$ cat src/rtl/bf_program_executor_top_defines.svh
// assertion macros used by the executor sequencer (bfpe_ctrl)
// expects clk and rst_n in the scope of each use
`ifndef BF_PROGRAM_EXECUTOR_TOP_DEFINES_SVH
`define BF_PROGRAM_EXECUTOR_TOP_DEFINES_SVH
`ifndef ASSERT_OFF
`define BFPE_ASSERT(name, prop) \
  name: assert property (@(posedge clk) disable iff (!rst_n) prop) \
    else $error("bfpe assertion failed");
`define BFPE_NEVER(name, cond) \
  name: assert property (@(posedge clk) disable iff (!rst_n) !(cond)) \
    else $error("bfpe forbidden condition seen");
`else
`define BFPE_ASSERT(name, prop)
`define BFPE_NEVER(name, cond)
`endif
`endif

$ cat src/rtl/bfpe_ram.sv
// generic ram, one write port and one read port, registered read
// no dependencies
module bfpe_ram #(
  parameter int WIDTH = 8,
  parameter int DEPTH = 16
) (
  input  logic                     clk,
  input  logic                     we,
  input  logic [$clog2(DEPTH)-1:0] waddr,
  input  logic [WIDTH-1:0]         wdata,
  input  logic [$clog2(DEPTH)-1:0] raddr,
  output logic [WIDTH-1:0]         rdata
);

  logic [WIDTH-1:0] mem [DEPTH];

  // write and registered read
  always_ff @(posedge clk) begin
    if (we) begin
      mem[waddr] <= wdata;
    end
    rdata <= mem[raddr];
  end

endmodule

$ cat config.mk
export PLATFORM = sky130hd
export DESIGN_NAME = bfpe_ram
export DESIGN_NICKNAME = d
export VERILOG_FILES = /design/src/rtl/bf_program_executor_top_defines.svh /design/src/rtl/bfpe_ram.sv
export SDC_FILE = /design/constraint.sdc
export NUM_CORES = 1
export LEC_CHECK = 0
export BUFFER_PORTS_ARGS = -buffer_cell sky130_fd_sc_hd__buf_2
export CORE_MARGIN = 2
export CORE_UTILIZATION = 40
export CTS_BUF_LIST = sky130_fd_sc_hd__clkbuf_2 sky130_fd_sc_hd__clkbuf_4 sky130_fd_sc_hd__clkbuf_8
export DETAILED_ROUTE_END_ITERATION = 10
export GPL_TIMING_DRIVEN = 0
export PLACE_DENSITY = 0.56
export SYNTH_ARGS = -nofsm -noshare
export SYNTH_HDL_FRONTEND = slang
export SYNTH_SLANG_ARGS = --single-unit
$ cat constraint.sdc
create_clock -name clk -period 1.8 [get_ports clk]
set_clock_uncertainty 0.2 [all_clocks]
set_input_delay 0 -clock clk [delete_from_list [all_inputs] [get_ports clk]]
set_output_delay 0 -clock clk [all_outputs]
set_load 0.1 [all_outputs]
== Yosys cells after proc, flatten, opt, wreduce, memory -nomap -nowiden ==
Memory sizes are Yosys's and may differ from the RTL's. A register that Yosys moved wholly into a read port is not among the register bits.
Index checks and enable logic that the tools add are counted.

* Memories: 1
* Bits in writable memories: 128
* Register bits: 0

{| class="wikitable"
|+ Memory list
! memory !! words !! bits a word !! rd ports !! clocked after memory_dff !! wr ports !! line !! source
|-
| mem || 16 || 8 || 1 || 1 || 1 || bfpe_ram.sv:15 || <nowiki>logic [WIDTH-1:0] mem [DEPTH];</nowiki>
|}

* Mux-type cells: 2

{| class="wikitable"
|+ Operator list
! cell !! number
|-
| $mux W1 || 2
|}

== Logic depth before layout (Yosys ltp) ==
* Depth in word-level cells: 2
* Gate-level depth with buffers: 5
* Mapped depth without buffers: 3

== Worst setup path before layout ==
OpenSTA, ideal clock, no wires.

* Path type: input to register
* From: input waddr[2]
* To: memory mem[0][0], enable pin
* Slack: 107 ps
* Stages on the path: 2
* Required time: 1217 ps
* Path buffers: 0
* Arrival: 1110 ps
* Cell sequence: or3b_2 -> nor3_1

{| class="wikitable"
|+ RTL lines
! element !! line !! source
|-
| from (decl) || bfpe_ram.sv:9 || <nowiki>input logic [$clog2(DEPTH)-1:0] waddr,</nowiki>
|-
| to (decl) || bfpe_ram.sv:15 ||
|}

No word-level cell before the write port.

==> flow_summary.yaml <==
run_status:
  outcome: "finished with violations"
  violations: "negative hold slack"
setup_path:
  path_class: "in2reg"
  cp_cell_sequence: "dlygate4sd3_1 > buf_6 > buf_6 > mux4_1 > a22oi_1 > nand2_1"
  cp.arrival_ns: 1.87
  slowest_stage: "mux4_1"
  cp.required_ns: 1.92
  cp_max_fo: 10
  max_stage_delay_ns: 0.63
  crit_path_start_kind: "input port"
  cp_common_cell: "buf_6"
  cp-end-kind: "flip-flop"
logic_synthesis:
  synthesis.area_sq_um: 5147
  ys_seq_area_frac: 0.7778
  synth_top_area_frac: 0.7467
  postSynthNetCount: 247
  avgSynthCellArea_sq_um: 22.48
  ys_ff_latch: 136
  synth_cell_types: 19
  synth_top_area_cell: "edfxtp_1"
  syn_inst: 229
  ys_top_cells_by_area: "edfxtp_1, mux4_2, mux4_1"
  ys_warn_count: 0
sta:
  maxSlewHeadroom: 0.1615
  hold_viol: 32
  final-setup-viol-count: 0
  finalCriticalPeriod_ns: 1.760
  fmax_mhz: 568.3
  maxSlewViolCount: 0
  rsz0062_at_grt: "false"
  finalCritPeriodShare: 0.9775
  fin_ws_ns: 0.04042
  tightest_slew_ns: 1.248
  hold_slack_ns: -0.1395
  tns_ns: 0
floorplanning:
  core_sq_um: 12570
  die_area_sq_um: 13790
  fp.dieH_um: 117.4
  num_io_pins: 26
  start_util: 0.4096
  die_x_um: 117.4
  rows: 41
route:
  drtIter0Drc: 99
  routed_via_density: 5.045
  wire_per_inst_um: 20.93
  ant_nets: 0
  drtPass1Iterations: 4
  drc_errors: 0
  routed_wirelength_um: 9814
  via_count: 2366
cells_and_area:
  fin_area_sq_um: 5969
  fillers: 1055
  multi_input_area_sq_um: 1062
  syn2layout_area_growth_pct: 15.97
  drive_gt1_frac: 0.2896
  antenna_cells: 0
  finish.utilization: 0.4750
  fin_nets: 302
  regArea_sq_um: 4004
place:
  dpl_cell_area_sq_um: 5483
  dpl_worst_slack_ns: -0.3886
  port_buffers: 24
  gp_congestion: 0.6930
  hpwlAfterDp_um: 6219
power_and_ir_drop:
  vdd_drop_max_uv: 286.0
  powerDensity_nw_per_um2: 1054
  p_leak_nw: 1.989
clock_tree:
  clk-insertion-delay-late_ns: 0.43
  cts_sinks: 136
  cts_setup_buffers: 0
  cts_tree: "done"
  cts_hold_buf: 12
  cts_buffers: 17
  clock-root-buffer: "clkbuf_8"
  clockBufferDepth: 2
  htree_levels: 4
  cts.clk_slew.worst_paths_ns: 0.07
global_routing:
  grt_pass1_wl_um: 14410
  grt_pass1_vias: 2349
  grt_overflow: 0
  grt_usage: 0.1511
  grt_max_degree: 17
  antenna_found_initial: 0
job:
  max-cap-violations: 0
worst_hold_path:
  hold_path.class: "in2reg"
layer usage:
metal / GRT usage / wire length, um / share of wire
met3: 0.04329 / 468 / 0.048
met4: 0.07003 / 150 / 0.015
met5: 0 / 0 / 0
met2: 0.2281 / 4703 / 0.48
met1: 0.2044 / 4491 / 0.46
final cells by class:
class	count	share of cell area
plain buffers	10	0.01446
clock buffers	28	0.05722
clock inverters	4	0.003354
multi-input cells	83	0.1780
flip-flops and latches	136	0.6707
well taps	172	0.03605
repair buffers	36	0.04024
cells in the final DEF, fill, tap and decap left out, types with 2 or more instances in the layout:
master | Yosys | layout
a22oi_1 | 16 | 16
nand2_1 | 9 | 9
dfxtp_1 | 8 | 8
clkbuf_4 | 0 | 7
edfxtp_1 | 128 | 128
buf_2 | 3 | 27
dlygate4sd3_1 | 0 | 12
clkinv_2 | 0 | 4
nand2b_1 | 2 | 2
mux4_1 | 14 | 14
buf_6 | 3 | 3
nand3b_1 | 2 | 2
nor2_1 | 13 | 13
mux4_2 | 18 | 18
nor3_1 | 4 | 3
clkbuf_8 | 0 | 21
clkdlybuf4s25_2 | 3 | 3
worst max-delay path: cells and delay by family:
family	cells	cell delay [ns]
buffers and inverters	3	0.87
AOI/OAI and AO/OA	1	0.29
muxes	1	0.63
and+or+nand+nor	1	0.09
stage by stage:
step                power, mW  instances
floorplan               3.955        229
global placement        4.106        425
detailed placement      4.117        425
CTS                     6.359        469
global route            6.533        469
finish                  6.292        469
flip-flops by register name (all words and copies together), names as in the netlist:
| signal | count |
|---|---|
| mem | 128 |
| rdata | 8 |
final timing paths:
check / slack (ns) / cells past startpoint / startpoint / endpoint
worst min-delay path: -0.14 / 2 / waddr[0] / mem[0][3]$_DFFE_PP_
worst max-delay path: 0.04 / 6 / raddr[0] / rdata[3]$_DFF_P_
worst min register to register: 0.50 / 3 / mem[0][5]$_DFFE_PP_ / rdata[5]$_DFF_P_
worst max register to register: 0.18 / 3 / mem[5][0]$_DFFE_PP_ / rdata[0]$_DFF_P_
power breakdown:
group	internal (mW)	switching, mW	total (mW)
Sequential	3.54	0.0142	3.55
Clock	1.20	1.03	2.23
Combinational	0.157	0.352	0.510
Total	4.90	1.40	6.29
cell usage after synthesis:
cell / count
nand2_1: 9
buf_6: 3
nand3_1: 1
buf_2: 3
mux4_2: 18
and2b_1: 1
and2_1: 1
or3b_2: 1
nand2b_1: 2
nor2_1: 13
edfxtp_1: 128
nor3_1: 4
mux4_1: 14
buf_4: 1
nand3b_1: 2
nor2b_1: 1
a22oi_1: 16
clkdlybuf4s25_2: 3
dfxtp_1: 8
timing repair:
action	in CTS	in global routing
gates resized for setup	0	1
setup endpoints to repair	0	8
endpoints found under the hold margin	164	32
cells by family after synthesis:
group / after synthesis / share of synthesized area
simple gates: 35 / 0.03184
buf+inv: 10 / 0.01677
flops: 136 / 0.7778
compound gates: 16 / 0.02334
mux: 32 / 0.1502
Note: power is estimated with default switching activity, not from simulation.
