<file path="config.mk">
export PLATFORM = sky130hd
export DESIGN_NAME = bfpe_out_stage
export DESIGN_NICKNAME = d
export VERILOG_FILES = /design/src/rtl/bf_program_executor_top_defines.svh /design/src/rtl/bfpe_pkg.sv /design/src/rtl/bfpe_out_stage.sv
export SDC_FILE = /design/constraint.sdc
export NUM_CORES = 1
export LEC_CHECK = 0
export BUFFER_PORTS_ARGS = -buffer_cell sky130_fd_sc_hd__buf_4
export CAP_MARGIN = 20
export CORE_UTILIZATION = 36
export CTS_BUF_LIST = sky130_fd_sc_hd__clkbuf_4 sky130_fd_sc_hd__clkbuf_8
export DETAILED_ROUTE_END_ITERATION = 16
export GPL_ROUTABILITY_DRIVEN = 1
export PLACE_DENSITY_LB_ADDON = 0.12
export SLEW_MARGIN = 5
export SYNTH_ARGS = -nofsm -noshare
export SYNTH_HDL_FRONTEND = slang
export SYNTH_SLANG_ARGS = --single-unit
</file>
<file path="constraint.sdc">
create_clock -name clk -period 1 [get_ports clk]
set_input_delay 0.05 -clock clk [delete_from_list [all_inputs] [get_ports clk]]
set_output_delay 0.05 -clock clk [all_outputs]
set_load 0.02 [all_outputs]
</file>
<file path="src/rtl/bf_program_executor_top_defines.svh">
// assertion macros used by the executor sequencer (bfpe_ctrl)
// expects clk and rst_n in the scope of each use
`ifndef BF_PROGRAM_EXECUTOR_TOP_DEFINES_SVH
`define BF_PROGRAM_EXECUTOR_TOP_DEFINES_SVH
`ifndef ASSERT_OFF
`define BFPE_ASSERT(name, prop) \
  name: assert property (@(posedge clk) disable iff (!rst_n) prop) \
    else $error("bfpe assertion failed");
`define BFPE_NEVER(name, cond) \
  name: assert property (@(posedge clk) disable iff (!rst_n) !(cond)) \
    else $error("bfpe forbidden condition seen");
`else
`define BFPE_ASSERT(name, prop)
`define BFPE_NEVER(name, cond)
`endif
`endif

</file>
<file path="src/rtl/bfpe_pkg.sv">
// types and constants of the program executor
// used by the sequencer, the result stage and the top level
package bfpe_pkg;

  // instruction characters
  localparam logic [7:0] CH_END   = 8'h00;
  localparam logic [7:0] CH_RIGHT = 8'h3E;
  localparam logic [7:0] CH_LEFT  = 8'h3C;
  localparam logic [7:0] CH_INC   = 8'h2B;
  localparam logic [7:0] CH_DEC   = 8'h2D;
  localparam logic [7:0] CH_IN    = 8'h2C;
  localparam logic [7:0] CH_OUT   = 8'h2E;
  localparam logic [7:0] CH_OPEN  = 8'h5B;
  localparam logic [7:0] CH_CLOSE = 8'h5D;

  localparam int unsigned SLICE_W = 16;

  typedef enum logic [1:0] {
    MODE_LOAD  = 2'd0,
    MODE_START = 2'd1,
    MODE_CONT  = 2'd2
  } mode_t;

  typedef enum logic [2:0] {
    KIND_LOADED = 3'd0,
    KIND_OUTPUT = 3'd1,
    KIND_INPUT  = 3'd2,
    KIND_HALTED = 3'd3,
    KIND_ERROR  = 3'd4
  } kind_t;

  typedef enum logic [2:0] {
    ERR_NONE      = 3'd0,
    ERR_HEAD_LOW  = 3'd1,
    ERR_TAPE_OVF  = 3'd2,
    ERR_NEG_OUT   = 3'd3,
    ERR_UNMATCHED = 3'd4,
    ERR_UNKNOWN   = 3'd5
  } err_t;

  typedef enum logic [1:0] {
    RUN_IDLE   = 2'd0,
    RUN_PAUSED = 2'd1,
    RUN_HALTED = 2'd2,
    RUN_ERROR  = 2'd3
  } run_status_t;

  typedef enum logic [2:0] {
    S_IDLE,
    S_CLEAR,
    S_FETCH,
    S_EXEC,
    S_SCAN_RD,
    S_SCAN_CHK,
    S_EMIT
  } state_t;

  // one result beat, kind in the lowest bits
  typedef struct packed {
    err_t        err;
    logic [7:0]  ch;
    kind_t       kind;
  } result_t;

  function automatic result_t make_res(kind_t k, logic [7:0] c, err_t e);
    result_t r;
    r.kind = k;
    r.ch   = c;
    r.err  = e;
    return r;
  endfunction

endpackage

</file>
<file path="src/rtl/bfpe_out_stage.sv">
// result register between the sequencer and the result channel
// depends on bfpe_pkg
module bfpe_out_stage (
  input  logic              clk,
  input  logic              rst_n,
  input  logic              res_valid,
  output logic              res_ready,
  input  bfpe_pkg::result_t res,
  output logic              out_tvalid,
  input  logic              out_tready,
  output bfpe_pkg::result_t out_res
);
  import bfpe_pkg::*;

  logic    valid_r;
  result_t data_r;

  assign res_ready  = !valid_r || out_tready;
  assign out_tvalid = valid_r;
  assign out_res    = data_r;

  // hold one beat until taken
  always_ff @(posedge clk) begin
    if (!rst_n) begin
      valid_r <= 1'b0;
    end else if (res_ready) begin
      valid_r <= res_valid;
    end
  end

  always_ff @(posedge clk) begin
    if (res_valid && res_ready) begin
      data_r <= res;
    end
  end

endmodule

</file>
==> Word-level counts from Yosys, hierarchy flattened <==
Cells that the tools add are included.
Widths: inputs -> output; s select.
{ "totals": {"in_bits": 18, "regBits": 15, "word_cells": 7, "out_inout_bits": 16} }
{ "classes": {"reduce_logical": 3} }
{ "ops": {"columns": ["cell", "count"], "rows": [
  ["$logic_and 1x1->1", 1],
  ["$logic_not 1->1", 1],
  ["$logic_or 1x1->1", 1]
]} }

==> Depth between registers and ports, before layout <==
{ "depth": {"word_depth": 3, "mapped_depth": 2, "depth_no_buf": 2} }

==> Worst setup path after synthesis <==
OpenSTA, ideal clock, no wires.
{ "synth_path": {"kind": "reg-to-reg", "from": "register valid_r (netlist: out_tvalid)", "to": "register data_r (netlist bit out_res[0]) (enable)", "slack_ns": -0.066, "required_time_ns": 0.744, "path_stages_with_launch": 3, "period_less_slack_ns": 1.066, "path_buffers": 0, "arrival_ns": 0.810, "cell_sequence": "dfxtp_1 nand2b_4 and2_4"} }
{ "synth_between": {"elab_chain_len": 3} }
{ "synth_rtl": {"columns": ["element", "line", "source"], "rows": [
  ["start: declaration", "bfpe_out_stage.sv:15", "logic valid_r;"],
  ["start signal: assignment", "bfpe_out_stage.sv:27", "valid_r <= res_valid;"],
  ["$logic_not 1->1", "bfpe_out_stage.sv:18", "assign res_ready = !valid_r || out_tready;"],
  ["$logic_or 1x1->1", "bfpe_out_stage.sv:18", null],
  ["named net res_ready", "bfpe_out_stage.sv:7", "output logic res_ready,"],
  ["$logic_and 1x1->1", "bfpe_out_stage.sv:32", "if (res_valid && res_ready) begin"],
  ["end signal: assignment", "bfpe_out_stage.sv:33", "data_r <= res;"],
  ["end: declaration", "bfpe_out_stage.sv:16", "result_t data_r;"]
]} }
The timed path passes the listed nets, and every way through them passes these cells.
A chain may end at the register's enable or synchronous reset.

==> Final worst setup path <==
{ "layout_path": {"from": "register valid_r (netlist: out_tvalid)", "to": "register data_r (netlist bit out_res[1]) (enable)"} }
{ "layout_between": {"elab_chain_len": 3} }
{ "layout_rtl": {"columns": ["element", "line"], "rows": [
  ["$logic_not 1->1", "bfpe_out_stage.sv:18"],
  ["$logic_or 1x1->1", "bfpe_out_stage.sv:18"],
  ["$logic_and 1x1->1", "bfpe_out_stage.sv:32"]
]} }
Every way passes these cells.

==> summary.md <==
| Metric | Value |
|---|---|
| Vias in the first global route | ~370 |
| WHS | between 0.015 and 0.02 ns |
| TritonRoute pass-1 iters | 2 |
| Worst Path Required | around 0.98 ns |
| Avg Cell Area, Syn | between 20 and 30 um2 |
| Fillers | between 70 and 80 |
| Critical Path Sink Type | register |
| Relative slew slack | 93.0% |
| Final setup vio count | 0 |
| Sequential cell area | between 400 and 500 um2 |
| Pins Over Slew Limit | 0 |
| Total GRT Usage | around 14% |
| Synth Register Bits | 15 |
| Crit Path Max Fanout | 7 |
| PwrDens | 1420 mW/mm2 |
| PortBufs | 33 |
| Max Fclk | 1080 MHz |
| Slew of the pin with the lowest slew margin | between 0.1 and 0.15 ns |
| Setup Skew | 0.00207 ns |
| Fin crit share | 92.2% |
| Num CTS Buffers | 3 |
| Initial Utilization | between 40% and 50% |
| Fin Setup TNS | 0 ns |
| Fin nets | 90 |
| Post-synthesis cell type count | 6 |
| Placed Cells incl. Taps | 66 |
| DRC violations left | 0 |
| Wire length per cell | about 11 um |
| RePlAce Congestion | between 0.6 and 0.7 |
| Die Height | roughly 38 um |
| Hold WC Path Type | input pin to register |
| First DRT Iteration DRCs | 1 |
| Clk_lat worst skew | between 0.2 and 0.3 ns |
| Setup crit start kind | register |
| Area of the multi-input gates | ~43 um2 |
| Max cap viols | 0 |
| Root Buffer Master | clkbuf_4 |
| Area added between synthesis and finish | 93.7% |
| Sequential area share after synthesis | just over 90% |
| Grt total ovfl | 0 |
| RSZ-0062 raised after global routing | no |
| Syn_nets | 37 |
| Die extent in x | just under 40 um |
| Synthesized instance count | 19 |
| CTS Buffer Depth | 2 |
| Design area | about 930 um2 |
| Leakage Power | roughly 0.40 nW |
| Setup bufs post-CTS | 0 |
| First-pass GRT wire length | roughly 1.4 mm |
| Non-Filler Instances | 85 |
| Post-DRT Antenna Nets | 0 |
| Pin count of the biggest net entering global routing | 15 |
| Initial antenna violation count | 0 |
| Core area | roughly 0.0012 mm2 |
| Endpoints failing hold | 0 |
| Mapped cell area | roughly 480 um2 |
| Vias per cell | between 4 and 5 |
| Antenna diodes | 0 |
| Placed cell areas | ~750 um2 |
| CTS sink cnt | 15 |
| Ys Warns | 0 |
| H-tree levels | 1 |
| I/O pin count | 34 |
| Layout cells sized above 1 | 59.2% |
| Routed WL | approximately 900 um |
| Cell Rows | 12 |
| Critical path type | register to register |
| Final Power | 1.31 mW |
| CTS tree | built |
| DR vias | about 360 |
| Status | finished, final reports clean |
| Worst ir drop on vdd | 847 uV |
| CTS clk-pin slew, worst paths | ~0.080 ns |
| Minimum clock period | about 0.92 ns |
| Full die area | approximately 0.0015 mm2 |
| Worst EP arrival | a little over 0.9 ns |
-- stage by stage --
stage | util (%) | setup WS [ns]
final | 79.1 | 0.0779
after global placement | 63.8 | 0.0477
after CTS | 78.3 | 0.0185
after detailed placement | 63.8 | 0.0301
after floorplan | - | -0.0110
after global routing | 79.1 | 0.0532
-- cell type report --
| type | count | share of cell area (%) |
|---|---|---|
| Inverter | 1 | 0.405 |
| Multi-Input combinational cell | 4 | 4.59 |
| Sequential cell | 15 | 48.0 |
| Tap cell | 14 | 1.89 |
| Timing Repair Buffer | 47 | 41.9 |
| Clock buffer | 4 | 3.24 |
-- layout by cell type, fill, tap and decap left out, drive strengths merged --
cell type and n:
buf 33, nand2b 1, edfxtp 14, dlygate4sd3 14
clkbuf 4, inv 1, and2 2, a21boi 1
dfxtp 1
-- logic make-up after synthesis --
group	Yosys count	share of synthesized area (%)
AO/OA/AOI/OAI	1	2.36
buffers and inverters	1	0.785
AND/OR/NAND/NOR	2	4.71
flip-flops	15	92.1
-- sequential cells by signal (all words and copies together) (netlist names) --
| signal | cells |
|---|---|
| out_res | 14 |
| out_tvalid | 1 |
-- report_power, final --
part	internal (mW)	switching (mW)	leakage [nW]
logic	0.133	0.0953	0.242
registers	0.728	0.0107	0.144
clock network	0.181	0.166	0.0184
total	1.04	0.272	0.405
-- worst paths after layout --
check,from,slack (ns),end,cells after the start
hold / removal,rst_n,0.02,out_tvalid,2
hold reg to reg,out_tvalid,0.52,out_tvalid,2
setup reg to reg,out_tvalid,0.08,out_res[1],2
setup / recovery,out_tvalid,0.08,out_res[1],2
-- cells in the mapped netlist --
cell type,n,area [um2]
nand2b_4,1,13.8
a21boi_2,1,11.3
dfxtp_1,1,20.0
inv_1,1,3.75
and2_4,1,8.76
edfxtp_1,14,420
-- worst max-delay path, cell delays in order (launching register included) --
cell	delay, ns
dfxtp_4	0.35
nand2b_4	0.08
and2_4	0.20
-- per-layer routing --
| metal | up-vias | GRT usage (%) | share of wire (%) |
|---|---|---|---|
| li1 | 176 | - | - |
| met3 | 0 | 3.49 | 5.3 |
| met5 | - | 0 | 0 |
| met2 | 19 | 28.0 | 57 |
| met1 | 168 | 13.8 | 38 |
| met4 | 0 | 5.17 | 0 |
-- what timing repair did --
item / 4_1_cts / 5_1_grt
endpoints found under the setup margin: 0 / 14
gates resized for setup: 0 / 1
hold buffers: 14 / 0
endpoints found under the hold margin: 14 / 0
Power figures use the tool's default switching activity.
