`src/rtl/bf_program_executor_top_defines.svh`:
```
// assertion macros used by the executor sequencer (bfpe_ctrl)
// expects clk and rst_n in the scope of each use
`ifndef BF_PROGRAM_EXECUTOR_TOP_DEFINES_SVH
`define BF_PROGRAM_EXECUTOR_TOP_DEFINES_SVH
`ifndef ASSERT_OFF
`define BFPE_ASSERT(name, prop) \
  name: assert property (@(posedge clk) disable iff (!rst_n) prop) \
    else $error("bfpe assertion failed");
`define BFPE_NEVER(name, cond) \
  name: assert property (@(posedge clk) disable iff (!rst_n) !(cond)) \
    else $error("bfpe forbidden condition seen");
`else
`define BFPE_ASSERT(name, prop)
`define BFPE_NEVER(name, cond)
`endif
`endif

```
`src/rtl/bfpe_pkg.sv`:
```
// types and constants of the program executor
// used by the sequencer, the result stage and the top level
package bfpe_pkg;

  // instruction characters
  localparam logic [7:0] CH_END   = 8'h00;
  localparam logic [7:0] CH_RIGHT = 8'h3E;
  localparam logic [7:0] CH_LEFT  = 8'h3C;
  localparam logic [7:0] CH_INC   = 8'h2B;
  localparam logic [7:0] CH_DEC   = 8'h2D;
  localparam logic [7:0] CH_IN    = 8'h2C;
  localparam logic [7:0] CH_OUT   = 8'h2E;
  localparam logic [7:0] CH_OPEN  = 8'h5B;
  localparam logic [7:0] CH_CLOSE = 8'h5D;

  localparam int unsigned SLICE_W = 16;

  typedef enum logic [1:0] {
    MODE_LOAD  = 2'd0,
    MODE_START = 2'd1,
    MODE_CONT  = 2'd2
  } mode_t;

  typedef enum logic [2:0] {
    KIND_LOADED = 3'd0,
    KIND_OUTPUT = 3'd1,
    KIND_INPUT  = 3'd2,
    KIND_HALTED = 3'd3,
    KIND_ERROR  = 3'd4
  } kind_t;

  typedef enum logic [2:0] {
    ERR_NONE      = 3'd0,
    ERR_HEAD_LOW  = 3'd1,
    ERR_TAPE_OVF  = 3'd2,
    ERR_NEG_OUT   = 3'd3,
    ERR_UNMATCHED = 3'd4,
    ERR_UNKNOWN   = 3'd5
  } err_t;

  typedef enum logic [1:0] {
    RUN_IDLE   = 2'd0,
    RUN_PAUSED = 2'd1,
    RUN_HALTED = 2'd2,
    RUN_ERROR  = 2'd3
  } run_status_t;

  typedef enum logic [2:0] {
    S_IDLE,
    S_CLEAR,
    S_FETCH,
    S_EXEC,
    S_SCAN_RD,
    S_SCAN_CHK,
    S_EMIT
  } state_t;

  // one result beat, kind in the lowest bits
  typedef struct packed {
    err_t        err;
    logic [7:0]  ch;
    kind_t       kind;
  } result_t;

  function automatic result_t make_res(kind_t k, logic [7:0] c, err_t e);
    result_t r;
    r.kind = k;
    r.ch   = c;
    r.err  = e;
    return r;
  endfunction

endpackage

```
`src/rtl/bfpe_ctrl.sv`:
```
// sequencer: decodes items, steps the program, scans brackets, clears the tape
// depends on bfpe_pkg and the assertion macro header
`include "bf_program_executor_top_defines.svh"
module bfpe_ctrl #(
  parameter int PROG_DEPTH = 4096,
  parameter int TAPE_DEPTH = 1024,
  parameter int CELL_WIDTH = 32
) (
  input  logic                          clk,
  input  logic                          rst_n,
  input  logic                          in_valid,
  output logic                          in_ready,
  input  bfpe_pkg::mode_t               in_mode,
  input  logic [11:0]                   in_address,
  input  logic [7:0]                    in_program_byte,
  input  logic [31:0]                   in_input_value,
  output logic                          res_valid,
  input  logic                          res_ready,
  output bfpe_pkg::result_t             res,
  output logic                          prog_we,
  output logic [$clog2(PROG_DEPTH)-1:0] prog_waddr,
  output logic [7:0]                    prog_wdata,
  output logic [$clog2(PROG_DEPTH)-1:0] prog_raddr,
  input  logic [7:0]                    prog_rdata,
  output logic                          tape_we,
  output logic [$clog2(TAPE_DEPTH)-1:0] tape_waddr,
  output logic [CELL_WIDTH-1:0]         tape_wdata,
  output logic [$clog2(TAPE_DEPTH)-1:0] tape_raddr,
  input  logic [CELL_WIDTH-1:0]         tape_rdata
);
  import bfpe_pkg::*;

  localparam int PW  = $clog2(PROG_DEPTH);
  localparam int PAW = $clog2(PROG_DEPTH + 1);
  localparam int HW  = $clog2(TAPE_DEPTH);

  state_t             state_r, state_nxt;
  run_status_t        status_r, status_nxt;
  logic               pend_r, pend_nxt;
  logic [PAW-1:0]     pc_r, pc_nxt;
  logic [HW-1:0]      head_r, head_nxt;
  logic [PAW-1:0]     idx_r, idx_nxt;
  logic [PAW-1:0]     depth_r, depth_nxt;
  logic [HW-1:0]      clr_r, clr_nxt;
  logic [SLICE_W-1:0] cnt_r, cnt_nxt;
  logic               fwd_r, fwd_nxt;
  logic               oob_r, oob_nxt;
  logic [CELL_WIDTH-1:0] cell_r, cell_nxt;
  result_t            res_r, res_nxt;
  logic               do_step;
  logic [PAW-1:0]     pc_inc, idx_dec;

  assign pc_inc  = pc_r + PAW'(1);
  assign idx_dec = idx_r - PAW'(1);

  // control registers
  always_ff @(posedge clk) begin
    if (!rst_n) begin
      state_r  <= S_IDLE;
      status_r <= RUN_IDLE;
      pend_r   <= 1'b0;
      pc_r     <= '0;
      head_r   <= '0;
      depth_r  <= '0;
    end else begin
      state_r  <= state_nxt;
      status_r <= status_nxt;
      pend_r   <= pend_nxt;
      pc_r     <= pc_nxt;
      head_r   <= head_nxt;
      depth_r  <= depth_nxt;
    end
  end

  // working registers
  always_ff @(posedge clk) begin
    idx_r  <= idx_nxt;
    clr_r  <= clr_nxt;
    cnt_r  <= cnt_nxt;
    fwd_r  <= fwd_nxt;
    oob_r  <= oob_nxt;
    cell_r <= cell_nxt;
    res_r  <= res_nxt;
  end

  assign res = res_r;

  // next state and memory accesses
  always_comb begin
    state_nxt  = state_r;
    status_nxt = status_r;
    pend_nxt   = pend_r;
    pc_nxt     = pc_r;
    head_nxt   = head_r;
    idx_nxt    = idx_r;
    depth_nxt  = depth_r;
    clr_nxt    = clr_r;
    cnt_nxt    = cnt_r;
    fwd_nxt    = fwd_r;
    oob_nxt    = oob_r;
    cell_nxt   = cell_r;
    res_nxt    = res_r;
    do_step    = 1'b0;
    in_ready   = 1'b0;
    res_valid  = 1'b0;
    prog_we    = 1'b0;
    prog_waddr = PW'(in_address);
    prog_wdata = in_program_byte;
    prog_raddr = pc_r[PW-1:0];
    tape_we    = 1'b0;
    tape_waddr = head_r;
    tape_wdata = cell_r + CELL_WIDTH'(1);
    tape_raddr = head_r;

    unique case (state_r)
      S_IDLE: begin
        in_ready = 1'b1;
        if (in_valid) begin
          unique case (in_mode)
            MODE_LOAD: begin
              prog_we   = (32'(in_address) < PROG_DEPTH);
              res_nxt   = make_res(KIND_LOADED, 8'd0, ERR_NONE);
              state_nxt = S_EMIT;
            end
            MODE_START: begin
              pc_nxt     = '0;
              head_nxt   = '0;
              depth_nxt  = '0;
              pend_nxt   = 1'b0;
              status_nxt = RUN_PAUSED;
              cnt_nxt    = '0;
              clr_nxt    = '0;
              state_nxt  = S_CLEAR;
            end
            MODE_CONT: begin
              if (status_r != RUN_PAUSED) begin
                res_nxt   = make_res(KIND_HALTED, 8'd0, ERR_NONE);
                state_nxt = S_EMIT;
              end else begin
                cnt_nxt   = '0;
                state_nxt = S_FETCH;
                if (pend_r) begin
                  tape_we    = 1'b1;
                  tape_wdata = in_input_value[CELL_WIDTH-1:0];
                  pend_nxt   = 1'b0;
                  pc_nxt     = pc_inc;
                end
              end
            end
            default: begin
              res_nxt   = make_res(KIND_LOADED, 8'd0, ERR_NONE);
              state_nxt = S_EMIT;
            end
          endcase
        end
      end

      // zero the tape, one cell a cycle
      S_CLEAR: begin
        tape_we    = 1'b1;
        tape_waddr = clr_r;
        tape_wdata = '0;
        clr_nxt    = clr_r + HW'(1);
        if (clr_r == HW'(TAPE_DEPTH - 1)) begin
          state_nxt = S_FETCH;
        end
      end

      // read opcode and current cell
      S_FETCH: begin
        oob_nxt   = (pc_r >= PAW'(PROG_DEPTH));
        state_nxt = S_EXEC;
      end

      S_EXEC: begin
        cell_nxt = tape_rdata;
        if (oob_r || prog_rdata == CH_END) begin
          status_nxt = RUN_HALTED;
          res_nxt    = make_res(KIND_HALTED, 8'd0, ERR_NONE);
          state_nxt  = S_EMIT;
        end else begin
          priority case (prog_rdata)
            CH_RIGHT: begin
              if (head_r == HW'(TAPE_DEPTH - 1)) begin
                status_nxt = RUN_ERROR;
                res_nxt    = make_res(KIND_ERROR, 8'd0, ERR_TAPE_OVF);
                state_nxt  = S_EMIT;
              end else begin
                head_nxt = head_r + HW'(1);
                pc_nxt   = pc_inc;
                do_step  = 1'b1;
              end
            end
            CH_LEFT: begin
              if (head_r == '0) begin
                status_nxt = RUN_ERROR;
                res_nxt    = make_res(KIND_ERROR, 8'd0, ERR_HEAD_LOW);
                state_nxt  = S_EMIT;
              end else begin
                head_nxt = head_r - HW'(1);
                pc_nxt   = pc_inc;
                do_step  = 1'b1;
              end
            end
            CH_INC: begin
              tape_we    = 1'b1;
              tape_wdata = tape_rdata + CELL_WIDTH'(1);
              pc_nxt     = pc_inc;
              do_step    = 1'b1;
            end
            CH_DEC: begin
              tape_we    = 1'b1;
              tape_wdata = tape_rdata - CELL_WIDTH'(1);
              pc_nxt     = pc_inc;
              do_step    = 1'b1;
            end
            CH_IN: begin
              pend_nxt  = 1'b1;
              res_nxt   = make_res(KIND_INPUT, 8'd0, ERR_NONE);
              state_nxt = S_EMIT;
            end
            CH_OUT: begin
              if (tape_rdata[CELL_WIDTH-1]) begin
                status_nxt = RUN_ERROR;
                res_nxt    = make_res(KIND_ERROR, 8'd0, ERR_NEG_OUT);
              end else begin
                pc_nxt  = pc_inc;
                res_nxt = make_res(KIND_OUTPUT, tape_rdata[7:0], ERR_NONE);
              end
              state_nxt = S_EMIT;
            end
            CH_OPEN: begin
              fwd_nxt   = 1'b1;
              idx_nxt   = pc_inc;
              depth_nxt = '0;
              state_nxt = S_SCAN_RD;
            end
            CH_CLOSE: begin
              if (tape_rdata != '0) begin
                fwd_nxt   = 1'b0;
                idx_nxt   = pc_r;
                depth_nxt = '0;
                state_nxt = S_SCAN_RD;
              end else begin
                pc_nxt  = pc_inc;
                do_step = 1'b1;
              end
            end
            default: begin
              status_nxt = RUN_ERROR;
              res_nxt    = make_res(KIND_ERROR, 8'd0, ERR_UNKNOWN);
              state_nxt  = S_EMIT;
            end
          endcase
        end
      end

      // issue the read of the next scanned byte
      S_SCAN_RD: begin
        if (fwd_r) begin
          prog_raddr = idx_r[PW-1:0];
          if (idx_r >= PAW'(PROG_DEPTH)) begin
            status_nxt = RUN_ERROR;
            res_nxt    = make_res(KIND_ERROR, 8'd0, ERR_UNMATCHED);
            state_nxt  = S_EMIT;
          end else begin
            state_nxt = S_SCAN_CHK;
          end
        end else begin
          prog_raddr = idx_dec[PW-1:0];
          if (idx_r == '0) begin
            status_nxt = RUN_ERROR;
            res_nxt    = make_res(KIND_ERROR, 8'd0, ERR_UNMATCHED);
            state_nxt  = S_EMIT;
          end else begin
            idx_nxt   = idx_dec;
            state_nxt = S_SCAN_CHK;
          end
        end
      end

      // track nesting depth on the scanned byte
      S_SCAN_CHK: begin
        state_nxt = S_SCAN_RD;
        if (fwd_r) begin
          idx_nxt = idx_r + PAW'(1);
          if (prog_rdata == CH_END) begin
            status_nxt = RUN_ERROR;
            res_nxt    = make_res(KIND_ERROR, 8'd0, ERR_UNMATCHED);
            state_nxt  = S_EMIT;
          end else if (prog_rdata == CH_OPEN) begin
            depth_nxt = depth_r + PAW'(1);
          end else if (prog_rdata == CH_CLOSE) begin
            if (depth_r == '0) begin
              pc_nxt    = (cell_r == '0) ? idx_r + PAW'(1) : pc_inc;
              state_nxt = S_FETCH;
              do_step   = 1'b1;
            end else begin
              depth_nxt = depth_r - PAW'(1);
            end
          end
        end else begin
          if (prog_rdata == CH_CLOSE) begin
            depth_nxt = depth_r + PAW'(1);
          end else if (prog_rdata == CH_OPEN) begin
            if (depth_r == '0) begin
              pc_nxt    = idx_r + PAW'(1);
              state_nxt = S_FETCH;
              do_step   = 1'b1;
            end else begin
              depth_nxt = depth_r - PAW'(1);
            end
          end
        end
      end

      S_EMIT: begin
        res_valid = 1'b1;
        if (res_ready) begin
          state_nxt = S_IDLE;
        end
      end

      default: begin
        state_nxt = S_IDLE;
      end
    endcase

    // instruction done without an event: next fetch or slice end
    if (do_step) begin
      depth_nxt = '0;
      if (cnt_r == '1) begin
        res_nxt   = make_res(KIND_LOADED, 8'd0, ERR_NONE);
        state_nxt = S_EMIT;
      end else begin
        cnt_nxt   = cnt_r + SLICE_W'(1);
        state_nxt = S_FETCH;
      end
    end
  end

  `BFPE_ASSERT(a_err_code, res_valid && res.kind == KIND_ERROR |-> res.err != ERR_NONE)
  `BFPE_ASSERT(a_char_only_out, res_valid && res.kind != KIND_OUTPUT |-> res.ch == 8'd0)
  `BFPE_ASSERT(a_pend_paused, pend_r |-> status_r == RUN_PAUSED)
  `BFPE_NEVER(a_pc_bound, pc_r > PAW'(PROG_DEPTH))

endmodule

```
`config.mk`:
```
export PLATFORM = sky130hd
export DESIGN_NAME = bfpe_ctrl
export DESIGN_NICKNAME = d
export VERILOG_FILES = /design/src/rtl/bfpe_pkg.sv /design/src/rtl/bfpe_ctrl.sv
export VERILOG_INCLUDE_DIRS = /design/src /design/src/rtl
export SDC_FILE = /design/constraint.sdc
export NUM_CORES = 1
export LEC_CHECK = 0
export BUFFER_PORTS_ARGS = -buffer_cell sky130_fd_sc_hd__buf_4
export CAP_MARGIN = 20
export CORE_UTILIZATION = 50
export DETAILED_ROUTE_END_ITERATION = 16
export GPL_TIMING_DRIVEN = 0
export HOLD_SLACK_MARGIN = 0.12
export PLACE_DENSITY_LB_ADDON = 0.25
export SLEW_MARGIN = 20
export SYNTH_ARGS = -nofsm -noshare
export SYNTH_HDL_FRONTEND = slang
export SYNTH_SLANG_ARGS = --single-unit
```
`constraint.sdc`:
```
create_clock -name clk -period 11.3 [get_ports clk]
set_clock_uncertainty 0.1 [all_clocks]
set_input_delay 2.825 -clock clk [delete_from_list [all_inputs] [get_ports clk]]
set_output_delay 2.825 -clock clk [all_outputs]
set_load 0.02 [all_outputs]
```
# After elaboration in Yosys (flattened, before gate mapping)

Index checks and enable logic that the tools add are counted.

Bits in writable memories: 0
Bits in registers: 129
Word-level logic and storage cells: 269
Memories: 0
Bits in latches: 0
ROM bits: 0

Eq/ne operators: 61
Reductions and logical operators: 28
Multipliers: 0
Bitwise logic cells: 2
Muxes and demuxes: 149
$add $sub $neg: 12
Divide/modulo/power cells: 0
Shift-type cells: 0
Magnitude comparators: 2

Operators with widths:

| cell                                                                  | count |
|---|---|
| 13-bit two-way mux                                                    | 34 |
| 14-bit two-way mux                                                    | 12 |
| 32-bit two-way mux                                                    | 5 |
| 13-bit case mux with 3 select lines                                   | 3 |
| 32-bit case mux with 3 select lines                                   | 1 |
| 16-bit two-way mux                                                    | 5 |
| 13-bit case mux with 2 select lines                                   | 3 |
| 14-bit case mux with 5 select lines                                   | 1 |
| 13-bit case mux with 5 select lines                                   | 1 |
| 32-bit by 1-bit adder with 32-bit output (second input constant)      | 2 |
| 32-bit case mux with 2 select lines                                   | 1 |
| 10-bit two-way mux                                                    | 6 |
| 10-bit case mux with 2 select lines                                   | 3 |
| 3-bit != test (second input constant)                                 | 19 |
| 14-bit case mux with 4 select lines                                   | 1 |
| 3-bit two-way mux                                                     | 18 |
| 8-bit by 6-bit == test with 1-bit output (second input constant)      | 6 |
| 13-bit by 1-bit adder with 13-bit output (second input constant)      | 3 |
| 32-bit logical NOT                                                    | 1 |
| 16-bit case mux with 2 select lines                                   | 1 |
| 32-bit nonzero test                                                   | 1 |
| 32-bit by 1-bit subtractor with 32-bit output (second input constant) | 1 |
| 4-bit != test (second input constant)                                 | 7 |
| 14-bit case mux with 2 select lines                                   | 1 |
| 48 further kinds                                                      | 118 |

# Logic depth before layout (Yosys ltp)

Word-level depth: 9
Mapped depth: 16
Mapped depth without buffers: 11

# Worst setup path before layout

Ideal clock, no wire load.

Path kind: input port to output port
From: input port prog_rdata[7]
To: output port tape_wdata[30]
Arrival: 5,995 ps
Slack: 2,380 ps
Stages on the path: 13
Cells stage by stage: clkbuf_1 nor4b_1 nand2_1 clkbuf_1 xnor2_1 ha_1 nor3_1 nand4_1 a22oi_1 o21ai_0 a41oi_1 xor2_1 o21ai_0

Longest elaborated chain between the ends: 4
Elaborated cells on any way between the ends: 7
Classes of those cells: eq/ne (2); mux (3); reduce/logical (2)

Ends and longest elaborated chain:

| item                                                                          | RTL line                           | text |
|---|---|---|
| from (decl)                                                                   | bfpe_ctrl.sv:24                    | `input logic [7:0] prog_rdata,` |
| 8-bit by 6-bit == test with 1-bit output or 8-bit logical NOT (tied branches) | bfpe_ctrl.sv:182, bfpe_ctrl.sv:177 |  |
| 32-bit case mux with 2 select lines or 1-bit logical OR (tied branches)       | bfpe_ctrl.sv:182, bfpe_ctrl.sv:177 |  |
| 32-bit two-way mux *                                                          | bfpe_ctrl.sv:177                   | `if (oob_r \|\| prog_rdata == CH_END) begin` |
| 32-bit case mux with 3 select lines *                                         | bfpe_ctrl.sv:115                   | `unique case (state_r)` |
| to (decl)                                                                     | bfpe_ctrl.sv:27                    | `output logic [CELL_WIDTH-1:0] tape_wdata,` |

Every way passes the cells marked *; elsewhere a longest branch is shown, timed or not.

# Worst setup path after layout

From: input port prog_rdata[2]
To: output port tape_wdata[30]

Same word-level chain as after synthesis.

==> results.md <==
- DP HPWL: 32.7 mm
- Routed WL per cell: 20.5 um
- Synth Net Count: 1,696
- Postcts setup bufs: 0
- CP Capture Type: output pin
- TritonCTS clock tree: done
- Asr flop ratio synth: 0%
- CP max stage delay: 640 ps
- Top cell type's share of synthesized area: 14.5%
- Switching pwr: 0.995 mW
- Port buffer count: 176
- Total negative slack: 0 ps
- Die ar.: 0.0242 sq mm
- Hold Path Class: reg2reg
- Later-pin clock latency in the skew report: 440 ps
- Seq pwr share: 27.4%
- Layout cell share with drive strength beyond 1: 15.9%
- DR vias/cell: 6.43
- Maximum number of pins on one net before global-route repair: 22
- Final critical delay including setup and external delays: 10,220 ps
- Setup-failing EPs final: 0
- Max Cap Viol: 0
- 1st-iter DRT viols: 1,666
- Antenna violations before repair: 1
- CTS Buffer Depth: 2
- Post-CTS sizing: 0
- Synth Warn #: 0
- Clock network fraction of total power: 26.3%
- # clock sinks: 129
- Initial DRT Pass Iterations: 8
- Total track usage: 35.3%
- Crit path kind: in2out
- CP max FO: 10
- FP Rows: 55
- Cells along the critical path: buf_4 > buf_2 > and4b_1 > buf_2 > nand2_1 > clkbuf_1 > xnor2_1 > ha_1 > nor3_1 > nand4_1 > a22oi_1 > o21ai_0 > a41oi_1 > xor2_1 > o21ai_0 > buf_4
- Synth Flop Type: dfxtp_1
- Run status: finished, final reports clean
- Remaining DRCs: 0
- Final ANT Viol Nets: 0
- Leak: 5.27 nW
- RSZ-0062 raised after global routing: no
- Slew HR: 20.5%
- Crit share post-route: 90.4%
- Core box area: 0.0228 sq mm
- Hold Fails Final Rpt: 0
- Worst vdd ir: 93.7 uV
- CTS H-tree lvls: 4
- Cts hold-fix bufs: 0
- Synth Register Bits: 129
- Max Clk Rate: 97.8 MHz
- Worst Path Required: 8380 ps
- Clock-pin transition on the worst setup and hold timing paths: 60 ps
- Global-route wire length before repair: 66.4 mm
- Combinational share of power: 46.3%
- Arrival @ worst endpoint: 7300 ps
- Netlist cell types: 94
- CTS Buf Count: 17
- Area post-placement: 0.0135 sq mm
- Starting Density: 51.6%
- Post-synthesis sequential area ratio: 26.8%
- Max-slew violations: 0
- Most common cell after layout, fill and taps aside: buf_4
- Min Hold Slack: 366 ps
- Die Wd: 155 um
- Worst slew pin tran: 1180 ps
- Root Driver: clkbuf_16
- P per Cell Area: 159 mW/mm^2
- Most frequent cells in the layout: 197 x buf_4, 188 x nand2_1, 132 x nor2_1
- Synth Instances: 1,569
- Vias in the first global route: 12,100
- Cell Int Power: 1.26 mW
- P&R area growth vs syn: 20.4%
- GR Overflow Total: 0
- Post-synth top area cell: edfxtp_1
- Synth area leaders: edfxtp_1 15%, dfxtp_1 12%, nand2_1 6.0%
- Synth Cell Area: 0.0118 sq mm
- Die Height: 155 um
- Post-synth EDFFs: 57
- # IOs: 200
- Via count: 13,400
- GP Congestion: 0.958
- Critical path launch point type: primary input
- Ant diodes: 0
- Design Area, Final: 0.0142 sq mm
- Slowest CP cell: clkbuf_1
- Layout net count: 1,893
- Total Routed Length: 43.0 mm
- Net Sw Frac: 44.1%
- Mean Syn Cell Area: 7.51 sq um
worst max-delay path, delay by kind of cell:
family	cells	cell delay [ps]
buffers and inverters	5	1330
adders and majority gates	1	260
AOI/OAI and AO/OA	4	1280
xor gates and xnor gates	2	410
and+or+nand+nor	4	1190
flip-flops by register name (all words and copies together) (netlist names):
register	count
cell_r	32
cnt_r	16
res	14
depth_r	13
idx_r	13
pc_r	13
clr_r	10
tape_raddr	10
state_r	3
status_r	2
fwd_r	1
oob_r	1
pend_r	1
cells by family after synthesis:
| family | share of synthesized area, % |
|---|---|
| and+or+nand+nor | 30.3 |
| AOI/OAI and AO/OA | 21.5 |
| buffers and inverters | 6.53 |
| xor gates and xnor gates | 10.0 |
| DFF | 26.8 |
| adders and majority gates | 3.23 |
| muxes | 1.70 |
path summary, 6_finish.rpt:
path / from / endpoint / slack (ps) / cells past startpoint
setup / recovery: prog_rdata[2] / tape_wdata[30] / 1080 / 16
hold / removal: cnt_r[9] / cnt_r[9] / 370 / 1
setup reg to reg: tape_raddr[8] / state_r[0] / 7870 / 8
hold reg to reg: cnt_r[9] / cnt_r[9] / 370 / 1
metrics by stage:
stage,util [%],power [mW],instances,setup WS (ps)
2_1_floorplan,-,1.26,1569,2380
3_3_place_gp,59.1,1.63,2058,1280
3_5_place_dp,59.3,1.64,2060,1270
4_1_cts,62.0,2.23,2092,1270
5_1_grt,62.1,2.36,2092,973
6_report,62.1,2.26,2092,1080
metal layers:
metal  GRT usage (%)  routed length (um)  up-vias
met5               0                   0        -
met4            13.8                1440        0
met3            7.05                4240      103
met2            55.9               19200      778
met1            47.2               18100     6362
li1                -                   -     6203
area by class of cell:
type | count | area, sq um
tap | 313 | 392
buffer | 131 | 606
clock inverter | 14 | 165
timing repair buffer | 178 | 1360
multi-input combinational | 1265 | 7890
clock buffer | 18 | 450
sequential | 129 | 3150
fill | 2126 | 8670
inverter | 44 | 165
cells in the mapped netlist, types with 16 or more instances:
library cell / n
nor2_1: 133
a31oi_1: 20
or4_1: 20
buf_2: 18
nand3_1: 77
o221ai_1: 26
dfxtp_1: 72
and3_1: 23
a22oi_1: 22
buf_4: 20
nor3_1: 66
a21oi_1: 89
a211oi_1: 16
edfxtp_1: 57
nand4_1: 54
or3_1: 25
xor2_1: 63
xnor2_1: 72
ha_1: 28
inv_1: 41
mux2i_1: 20
nand2_1: 188
o21ai_0: 96
clkbuf_1: 86
nor4_1: 35
power groups by stage:
stage	combinational, mW	clock, mW	sequential (mW)
after global routing	1.11	0.618	0.625
final	1.04	0.594	0.620
after floorplan	0.637	0	0.620
after global placement	0.998	0	0.629
after detailed placement	1.01	0	0.627
after CTS	1.02	0.597	0.618
(Power assumes the default switching activity.)
